**src/hw/rtl/irtm_pkg.sv**
```systemverilog
`default_nettype none
// ----------------------------------------------------------------------------
// irtm_pkg
// Shared constants, types and state encoding for the infrared ranger
// trimmed-mean filter.
// ----------------------------------------------------------------------------
package irtm_pkg;

  // window shape
  localparam int WINDOW   = 10;
  localparam int TRIM     = 2;
  localparam int TRIM_EFF = (2 * TRIM >= WINDOW) ? (WINDOW - 1) / 2 : TRIM;
  localparam int KEPT     = WINDOW - 2 * TRIM_EFF;

  localparam int ADC_W  = 10;
  localparam int DIST_W = 16;
  localparam int CNT_W  = $clog2(WINDOW + 1);
  localparam int IDX_W  = $clog2(WINDOW);
  localparam int SUM_W  = $clog2(KEPT * 65535 + 1);

  // distance conversion: 160000000 / (335 * sample - 70850)
  localparam int SCALED_W = 19;
  localparam int DIV_NW   = 28;
  localparam int DIV_DW   = 19;
  localparam int DIV_CW   = $clog2(DIV_NW + 1);

  localparam logic [DIV_NW-1:0]   DIST_NUM   = DIV_NW'(160000000);
  localparam logic [8:0]          ADC_SLOPE  = 9'd335;
  localparam logic [SCALED_W-1:0] ADC_OFFSET = SCALED_W'(70850);

  // configuration register indexes
  localparam int CFG_IDX_W = 1;
  localparam logic [CFG_IDX_W-1:0] REG_GATE_LOW  = 1'b0;
  localparam logic [CFG_IDX_W-1:0] REG_GATE_HIGH = 1'b1;

  typedef struct packed {
    logic ins;
    logic clr;
  } irtm_sort_ctl_t;

  typedef enum logic [2:0] {
    ST_IDLE,
    ST_SCALE,
    ST_DIST,
    ST_SUM,
    ST_AVG_GO,
    ST_AVG
  } irtm_state_t;

endpackage
`default_nettype wire

```
**src/hw/rtl/ir_range_trimmed_mean.sv**
```systemverilog
`default_nettype none
// ----------------------------------------------------------------------------
// ir_range_trimmed_mean
// Infrared ranger filter: converts raw readings to Q12.4 cm distances,
// gates them and emits the trimmed mean of every full window.
// ----------------------------------------------------------------------------
// Usage:
//   in_valid/in_stall carry one raw 10-bit reading per word. out_valid and
//   out_stall carry one 16-bit average per completed window.
//   cfg_we writes gate_low (index 0) or gate_high (index 1); write only while
//   the block is idle.
// Sequence:
//   a reading is accepted in ST_IDLE, scaled in ST_SCALE, converted by the
//   bit-serial divider in ST_DIST and then gated and inserted; a reading
//   with a non-positive denominator goes back to idle after scaling. The
//   reading that completes a window adds serial summing of the KEPT (6)
//   middle words in ST_SUM and the averaging divide before the result is
//   registered at the output. The shared divider gives one bit per cycle.
// Reset: clears the window count, the gates go to 0 and 65535, no output.
// Stall: the output register holds its word; readings are still taken, but
//   a ready average waits for a free register with in_stall held high.
// ----------------------------------------------------------------------------
module ir_range_trimmed_mean (
  input  wire logic                              clk,
  input  wire logic                              rst_n,
  input  wire logic                              in_valid,
  output logic                                   in_stall,
  input  wire logic [irtm_pkg::ADC_W-1:0]        in_adc_sample,
  output logic                                   out_valid,
  input  wire logic                              out_stall,
  output logic [irtm_pkg::DIST_W-1:0]            out_average_distance,
  input  wire logic                              cfg_we,
  input  wire logic [irtm_pkg::CFG_IDX_W-1:0]    cfg_idx,
  input  wire logic [irtm_pkg::DIST_W-1:0]       cfg_wdata
);

  localparam int IDX_W = irtm_pkg::IDX_W;
  localparam logic [IDX_W-1:0] IDX_FIRST = IDX_W'(irtm_pkg::TRIM_EFF);
  localparam logic [IDX_W-1:0] IDX_LAST  =
    IDX_W'(irtm_pkg::TRIM_EFF + irtm_pkg::KEPT - 1);

  irtm_pkg::irtm_state_t state_r, state_nxt;

  logic [irtm_pkg::DIST_W-1:0]   gate_low_r, gate_high_r;
  logic [irtm_pkg::ADC_W-1:0]    sample_r;
  logic [IDX_W-1:0]              idx_r;
  logic [irtm_pkg::SUM_W-1:0]    sum_r;
  logic [irtm_pkg::DIST_W-1:0]   out_data_r;
  logic                          out_valid_r;

  logic [irtm_pkg::SCALED_W-1:0] scaled;
  logic                          denom_ok;
  logic [irtm_pkg::DIST_W-1:0]   distance;
  logic                          in_gate;
  logic                          out_free;

  logic                          div_start, div_done;
  logic [irtm_pkg::DIV_NW-1:0]   div_dividend, div_quot;
  logic [irtm_pkg::DIV_DW-1:0]   div_divisor;

  irtm_pkg::irtm_sort_ctl_t      sort_ctl;
  logic [irtm_pkg::CNT_W-1:0]    sort_count;
  logic [irtm_pkg::DIST_W-1:0]   sort_rd;

  logic                          accept, sum_init, sum_step, out_load;

  irtm_div u_div (
    .clk      (clk),
    .rst_n    (rst_n),
    .start    (div_start),
    .dividend (div_dividend),
    .divisor  (div_divisor),
    .done     (div_done),
    .quotient (div_quot)
  );

  irtm_sort u_sort (
    .clk       (clk),
    .rst_n     (rst_n),
    .ctl       (sort_ctl),
    .ins_value (distance),
    .rd_idx    (idx_r),
    .count     (sort_count),
    .rd_data   (sort_rd)
  );

  // datapath around the divider
  always_comb begin
    scaled   = irtm_pkg::SCALED_W'(sample_r * irtm_pkg::ADC_SLOPE);
    denom_ok = scaled > irtm_pkg::ADC_OFFSET;
    distance = (|div_quot[irtm_pkg::DIV_NW-1:irtm_pkg::DIST_W]) ?
               '1 : div_quot[irtm_pkg::DIST_W-1:0];
    in_gate  = (distance >= gate_low_r) && (distance <= gate_high_r);
    out_free = !out_valid_r || !out_stall;
    if (state_r == irtm_pkg::ST_AVG_GO) begin
      div_dividend = irtm_pkg::DIV_NW'(sum_r);
      div_divisor  = irtm_pkg::DIV_DW'(irtm_pkg::KEPT);
    end else begin
      div_dividend = irtm_pkg::DIST_NUM;
      div_divisor  = irtm_pkg::DIV_DW'(scaled - irtm_pkg::ADC_OFFSET);
    end
  end

  // next state
  always_comb begin
    state_nxt = state_r;
    unique case (state_r)
      irtm_pkg::ST_IDLE: begin
        if (in_valid) state_nxt = irtm_pkg::ST_SCALE;
      end
      irtm_pkg::ST_SCALE: begin
        state_nxt = denom_ok ? irtm_pkg::ST_DIST : irtm_pkg::ST_IDLE;
      end
      irtm_pkg::ST_DIST: begin
        if (div_done) begin
          if (in_gate &&
              sort_count == irtm_pkg::CNT_W'(irtm_pkg::WINDOW - 1)) begin
            state_nxt = irtm_pkg::ST_SUM;
          end else begin
            state_nxt = irtm_pkg::ST_IDLE;
          end
        end
      end
      irtm_pkg::ST_SUM: begin
        if (idx_r == IDX_LAST) state_nxt = irtm_pkg::ST_AVG_GO;
      end
      irtm_pkg::ST_AVG_GO: begin
        state_nxt = irtm_pkg::ST_AVG;
      end
      irtm_pkg::ST_AVG: begin
        if (div_done && out_free) state_nxt = irtm_pkg::ST_IDLE;
      end
      default: state_nxt = irtm_pkg::ST_IDLE;
    endcase
  end

  // control outputs
  always_comb begin
    in_stall     = 1'b1;
    accept       = 1'b0;
    div_start    = 1'b0;
    sort_ctl.ins = 1'b0;
    sort_ctl.clr = 1'b0;
    sum_init     = 1'b0;
    sum_step     = 1'b0;
    out_load     = 1'b0;
    unique case (state_r)
      irtm_pkg::ST_IDLE: begin
        in_stall = 1'b0;
        accept   = in_valid;
      end
      irtm_pkg::ST_SCALE: begin
        div_start = denom_ok;
      end
      irtm_pkg::ST_DIST: begin
        sort_ctl.ins = div_done && in_gate;
        sum_init     = 1'b1;
      end
      irtm_pkg::ST_SUM: begin
        sum_step = 1'b1;
      end
      irtm_pkg::ST_AVG_GO: begin
        div_start = 1'b1;
      end
      irtm_pkg::ST_AVG: begin
        out_load     = div_done && out_free;
        sort_ctl.clr = out_load;
      end
      default: begin
        in_stall = 1'b1;
      end
    endcase
  end

  always_ff @(posedge clk) begin
    if (!rst_n) begin
      state_r     <= irtm_pkg::ST_IDLE;
      gate_low_r  <= '0;
      gate_high_r <= '1;
      out_valid_r <= 1'b0;
    end else begin
      state_r <= state_nxt;
      if (cfg_we) begin
        unique case (cfg_idx)
          irtm_pkg::REG_GATE_LOW:  gate_low_r  <= cfg_wdata;
          irtm_pkg::REG_GATE_HIGH: gate_high_r <= cfg_wdata;
          default: ;
        endcase
      end
      if (out_load) begin
        out_valid_r <= 1'b1;
      end else if (!out_stall) begin
        out_valid_r <= 1'b0;
      end
    end
  end

  // payload registers
  always_ff @(posedge clk) begin
    if (accept) begin
      sample_r <= in_adc_sample;
    end
    if (sum_init) begin
      idx_r <= IDX_FIRST;
      sum_r <= '0;
    end else if (sum_step) begin
      idx_r <= idx_r + IDX_W'(1);
      sum_r <= sum_r + irtm_pkg::SUM_W'(sort_rd);
    end
    if (out_load) begin
      out_data_r <= div_quot[irtm_pkg::DIST_W-1:0];
    end
  end

  assign out_valid            = out_valid_r;
  assign out_average_distance = out_data_r;

endmodule
`default_nettype wire

```
**src/hw/rtl/irtm_div.sv**
```systemverilog
`default_nettype none
// ----------------------------------------------------------------------------
// irtm_div
// Restoring divider, one quotient bit per cycle, shared by the distance
// conversion and the window average.
// ----------------------------------------------------------------------------
module irtm_div (
  input  wire logic                         clk,
  input  wire logic                         rst_n,
  input  wire logic                         start,
  input  wire logic [irtm_pkg::DIV_NW-1:0]  dividend,
  input  wire logic [irtm_pkg::DIV_DW-1:0]  divisor,
  output logic                              done,
  output logic [irtm_pkg::DIV_NW-1:0]       quotient
);

  localparam int NW = irtm_pkg::DIV_NW;
  localparam int DW = irtm_pkg::DIV_DW;
  localparam int CW = irtm_pkg::DIV_CW;

  logic [NW-1:0] quo_r;
  logic [DW-1:0] rem_r;
  logic [DW-1:0] dsr_r;
  logic [CW-1:0] cnt_r;
  logic          done_r;

  logic [DW:0]   shifted;
  logic [DW+1:0] diff;
  logic          fits;

  always_comb begin
    shifted = {rem_r, quo_r[NW-1]};
    diff    = {1'b0, shifted} - {2'b00, dsr_r};
    fits    = ~diff[DW+1];
  end

  // dividend shifts out the top while quotient bits shift in the bottom
  always_ff @(posedge clk) begin
    if (start) begin
      quo_r <= dividend;
      rem_r <= '0;
      dsr_r <= divisor;
    end else if (cnt_r != '0) begin
      rem_r <= fits ? diff[DW-1:0] : shifted[DW-1:0];
      quo_r <= {quo_r[NW-2:0], fits};
    end
  end

  always_ff @(posedge clk) begin
    if (!rst_n) begin
      cnt_r  <= '0;
      done_r <= 1'b0;
    end else if (start) begin
      cnt_r  <= CW'(NW);
      done_r <= 1'b0;
    end else if (cnt_r != '0) begin
      cnt_r <= cnt_r - CW'(1);
      if (cnt_r == CW'(1)) begin
        done_r <= 1'b1;
      end
    end
  end

  assign done     = done_r;
  assign quotient = quo_r;

endmodule
`default_nettype wire

```
**src/hw/rtl/irtm_sort.sv**
```systemverilog
`default_nettype none
// ----------------------------------------------------------------------------
// irtm_sort
// Window store kept in ascending order: each new word is inserted in place
// by a row of compare-and-shift cells.
// ----------------------------------------------------------------------------
module irtm_sort (
  input  wire logic                          clk,
  input  wire logic                          rst_n,
  input  wire irtm_pkg::irtm_sort_ctl_t      ctl,
  input  wire logic [irtm_pkg::DIST_W-1:0]   ins_value,
  input  wire logic [irtm_pkg::IDX_W-1:0]    rd_idx,
  output logic [irtm_pkg::CNT_W-1:0]         count,
  output logic [irtm_pkg::DIST_W-1:0]        rd_data
);

  localparam int N = irtm_pkg::WINDOW;

  logic [irtm_pkg::DIST_W-1:0] ent_r [N];
  logic [irtm_pkg::CNT_W-1:0]  count_r;
  logic [N-1:0]                keep;

  // a cell keeps its word when that word is valid and not above the new one
  always_comb begin
    for (int i = 0; i < N; i++) begin
      keep[i] = (irtm_pkg::CNT_W'(i) < count_r) && (ent_r[i] <= ins_value);
    end
  end

  always_ff @(posedge clk) begin
    if (ctl.ins) begin
      for (int i = 0; i < N; i++) begin
        if (!keep[i]) begin
          if (i == 0) begin
            ent_r[i] <= ins_value;
          end else if (keep[i-1]) begin
            ent_r[i] <= ins_value;
          end else begin
            ent_r[i] <= ent_r[i-1];
          end
        end
      end
    end
  end

  always_ff @(posedge clk) begin
    if (!rst_n) begin
      count_r <= '0;
    end else if (ctl.clr) begin
      count_r <= '0;
    end else if (ctl.ins) begin
      count_r <= count_r + irtm_pkg::CNT_W'(1);
    end
  end

  assign count   = count_r;
  assign rd_data = ent_r[rd_idx];

endmodule
`default_nettype wire

```
**config.mk**
```make
export PLATFORM = sky130hd
export DESIGN_NAME = ir_range_trimmed_mean
export DESIGN_NICKNAME = d
export VERILOG_FILES = /design/src/hw/rtl/irtm_pkg.sv /design/src/hw/rtl/ir_range_trimmed_mean.sv /design/src/hw/rtl/irtm_div.sv /design/src/hw/rtl/irtm_sort.sv
export SDC_FILE = /design/constraint.sdc
export NUM_CORES = 1
export LEC_CHECK = 0
export BUFFER_PORTS_ARGS = -buffer_cell sky130_fd_sc_hd__buf_2
export CAP_MARGIN = 20
export CORE_MARGIN = 2
export CORE_UTILIZATION = 30
export CTS_CLUSTER_DIAMETER = 200
export DETAILED_ROUTE_END_ITERATION = 10
export PLACE_DENSITY = 0.47
export SLEW_MARGIN = 20
export SYNTH_ARGS = -nofsm -noshare
export SYNTH_HDL_FRONTEND = slang
export SYNTH_SLANG_ARGS = --single-unit
```
**constraint.sdc**
```tcl
create_clock -name clk -period 12.66 [get_ports clk]
set_clock_uncertainty 0.2 [all_clocks]
set_input_delay 0.633 -clock clk [delete_from_list [all_inputs] [get_ports clk]]
set_output_delay 0.633 -clock clk [all_outputs]
set_load 0.05 [all_outputs]
```
==> out/summary.md <==
* pin slew with the least headroom to its limit: 1.003 ns
* Worst Path Required: 12.61 ns
* number of I/O port buffers: 49
* beginning of the worst register-to-register path: sample_r[2]$_DFFE_PP_
* arrival time reported for the critical path endpoint: 6.29 ns
* most common flop cell mapped by yosys: edfxtp_1
* Yosys Warn Count: 0
* Placement Cell Area: 0.02397 mm²
* post-cts sizing count: 0
* count of endpoints failing hold in the final timing report: 0
* crit path launch type: flop
* Worst Slack Setup Final: 6.318 ns
* portion of synthesized cell area occupied by the leading cell type: 30.82%
* dominant cell by count in the synthesized netlist: ha_1
* total number of nets in the final design: 2500
* f_max: 0.1577 GHz
* kind of critical path: flop to flop
* clock latency reported for the late side of the worst-skew pair: 0.58 ns
* number of unique standard cell types used by synthesis: 78
* maximum number of pins on one net before global-route repair: 65
* xor and xnor fraction of the mapped netlist area: 1.659%
* post-layout instance count excluding filler cells: 3151
* setup_tns: 0 ns
* maximum number of buffers from clock root to sink: 3
* number of DRC markers in iteration 0: 1110
* Critical Path Sink Type: flop
* fraction of the cycle the final worst path needs: 50.10%
* last weighted congestion value of the routability-driven placer: 0.8438
* Inst Count DP: 3070
* flop and latch count out of synthesis: 325
* number of design rule violations left after detail routing: 0
* share of final-layout standard cells stronger than drive strength 1: 16.19%
* synth cell count leaders: ha_1, edfxtp_1, inv_1
* core box area: 0.07470 mm²
* total gr overflow: 0
* EDFF count, synth: 233
* Slew HR: 33.13%
* drt pass-1 iters: 7
* total power divided by cell area: 261.4 mW/mm²
* pre-CTS setup slack: 6.323 ns
* Slowest Stage Delay on Critical Path: 0.55 ns
* wire length per cell: 19.61 µm
* Max-cap violations: 0
* GRT Total Usage: 15.90%
* syn_area_per_cell: 10.70 µm²
* Clk Tree Root Cell: clkbuf_16
* area of the die: 0.07789 mm²
* adder-cell area share of the yosys netlist: 18.61%
* cell family contributing the most delay on the critical path: adder cells
* htree depth: 2
* launch point of the critical path: sample_r[2]$_DFFE_PP_
* vertical die dimension: 279.1 µm
* Final Max Tran Viols: 0
* worst hold slack after final layout: 0.04145 ns
* RSZ-0062 raised after global routing: no
* final routed wirelength across all metal layers: 61780 µm
* met1 Track Usage GR: 22.67%
* sum of buffers and inverters on the critical path: 3
* Max IR drop VDD: 238.8 µV
* starting density of the core: 30.39%
* Critical Path, Cell by Cell: inv_1, fa_1, inv_1, ha_1, ha_1, fa_1, ha_1, fa_1, a211oi_1, o21ai_1, a31o_2, a21oi_1, xor2_1, nor2_1, o41a_1, o31ai_2, buf_4, nand2_1
* Layout fillers: 7470
* die width: 279.1 µm
* HPWL Detailed: 46510 µm
* signed area change from the synthesized netlist to the final layout: 11.52%
* run status: finished, final reports clean
* via count of the first global-routing pass: 16.38k
* number of buffers created by CTS: 41
* Post-Layout Inst Area: 0.02532 mm²
* area share of and/or/nand/nor cells after synthesis: 11.12%
* GR Layer Usage met3: 2.343%
* CP max stage cell: fa_1
* sequential-to-total area share from yosys stat: 38.93%
* area of the mapped netlist: 0.02270 mm²
* count of standard-cell rows: 100
* met2 layer usage reported by global route: 24.90%
* clock slew at reported path FFs: 0.07 ns
* main combinational cell family by area after synthesis: adder cells
* Final Setup Violations: 0
* via density per instance: 5.126
* count of boundary I/O pins: 50
* Antenna Violating Nets Remaining: 0
* via count: 16.15k
* synthesized-area fraction occupied by ao, oa, aoi and oai cells: 13.81%
* TritonCTS clock tree: built
* final design utilization: 33.90%
* multiplexer area fraction after synthesis: 11.42%
* total chip power: 6.619 mW
* share of flip-flops with an asynchronous set or reset: 0%
* number of clock sinks: 325
* largest fanout on the critical path: 19
* biggest area contributors in the synthesized netlist: edfxtp_1, ha_1, dfxtp_1, mux2_2, mux4_2
* synthesized net count: 2472
* worst min-delay path class: primary input to flop
* wire length of the first global-routing pass: 96190 µm
* initial antenna violation count: 0
* leakage power: 9.710 nW
* Final min period: 6.342 ns
* busiest metal layer after global routing: met2
* Worst Hold Launch: in_adc_sample[2]
* Synth Instances: 2121
* most area-hungry cell type in the Yosys netlist: edfxtp_1
## power breakdown
group	total, mW	switching, mW	internal (mW)
logic	3.82	2.20	1.62
registers	1.66	0.149	1.51
clock network	1.14	0.479	0.659
total	6.62	2.83	3.79
## layout by cell type, fill, tap and decap left out, types with 15 or more instances in the layout
cell type,count
fa_1,31
mux4_2,32
dfxtp_1,91
a21oi_1,103
nor3_1,29
ha_1,288
xor2_1,20
nand2_1,170
a21boi_0,20
clkbuf_16,43
xnor2_1,23
inv_1,171
buf_2,49
nor2_1,100
a21o_1,56
nor2b_1,41
o21a_1,37
mux2i_1,33
nand3_1,25
a211oi_1,30
edfxtp_1,233
mux2_2,137
o211ai_1,29
or3_1,15
buf_4,21
nand4_1,40
or2_2,21
o21ai_0,90
## state kept, by name (all words and copies together), names as in the netlist, named ones only
name / count
u_sort.count: 4
u_div.cnt_r: 5
sum_r: 19
out_average_distance: 16
u_div.rem_r: 19
u_div.done: 1
out_valid: 1
idx_r: 4
u_sort.ent_r: 160
u_div.dsr_r: 19
gate_low_r: 16
gate_high_r: 16
sample_r: 10
u_div.quotient: 28
state_r: 3
## cell type report
| cell class | instances | area (µm²) | share of cell area (%) |
|---|---|---|---|
| Sequential cell | 325 | 8842 | 34.92 |
| Timing Repair Buffer | 75 | 452.9 | 1.789 |
| Tap cell | 969 | 1212 | 4.788 |
| Antenna cell | 1 | 2.502 | 0.009883 |
| Clock buffer | 54 | 1147 | 4.532 |
| Inverter | 172 | 645.6 | 2.550 |
| Clock inverter | 21 | 142.6 | 0.5634 |
| Multi-Input combinational cell | 1534 | 12870 | 50.85 |
## cells by family after synthesis
family,after synthesis
XOR/XNOR,43
AO/OA/AOI/OAI,461
buffers and inverters,262
flip-flops,325
AND/OR/NAND/NOR,509
multiplexers,202
adder cells (fa/ha/maj),319
## worst paths after layout
path                                   end  slack [ns]  cells after the start
max          u_div.dsr_r[18]$_SDFFCE_PP0P_        6.32                     18
min                  sample_r[2]$_DFFE_PP_        0.04                      1
max reg2reg  u_div.dsr_r[18]$_SDFFCE_PP0P_        6.32                     18
min reg2reg    gate_low_r[15]$_SDFFE_PN0P_        0.26                      2
## what timing repair did
| action | in CTS | in global routing |
|---|---|---|
| buffers inserted | 0 | 0 |
| hold endpoints to repair | 5 | 0 |
| hold buffers | 5 | 0 |
## routing by layer
layer,vias to the layer above,wire length (µm),part of all wire (%)
li1,7921,-,-
met1,7844,30540,49
met2,315,27170,44
met3,71,2500,4.0
met4,0,1577,2.6
met5,-,0,0
No activity file was read; power rests on OpenSTA's default activity.
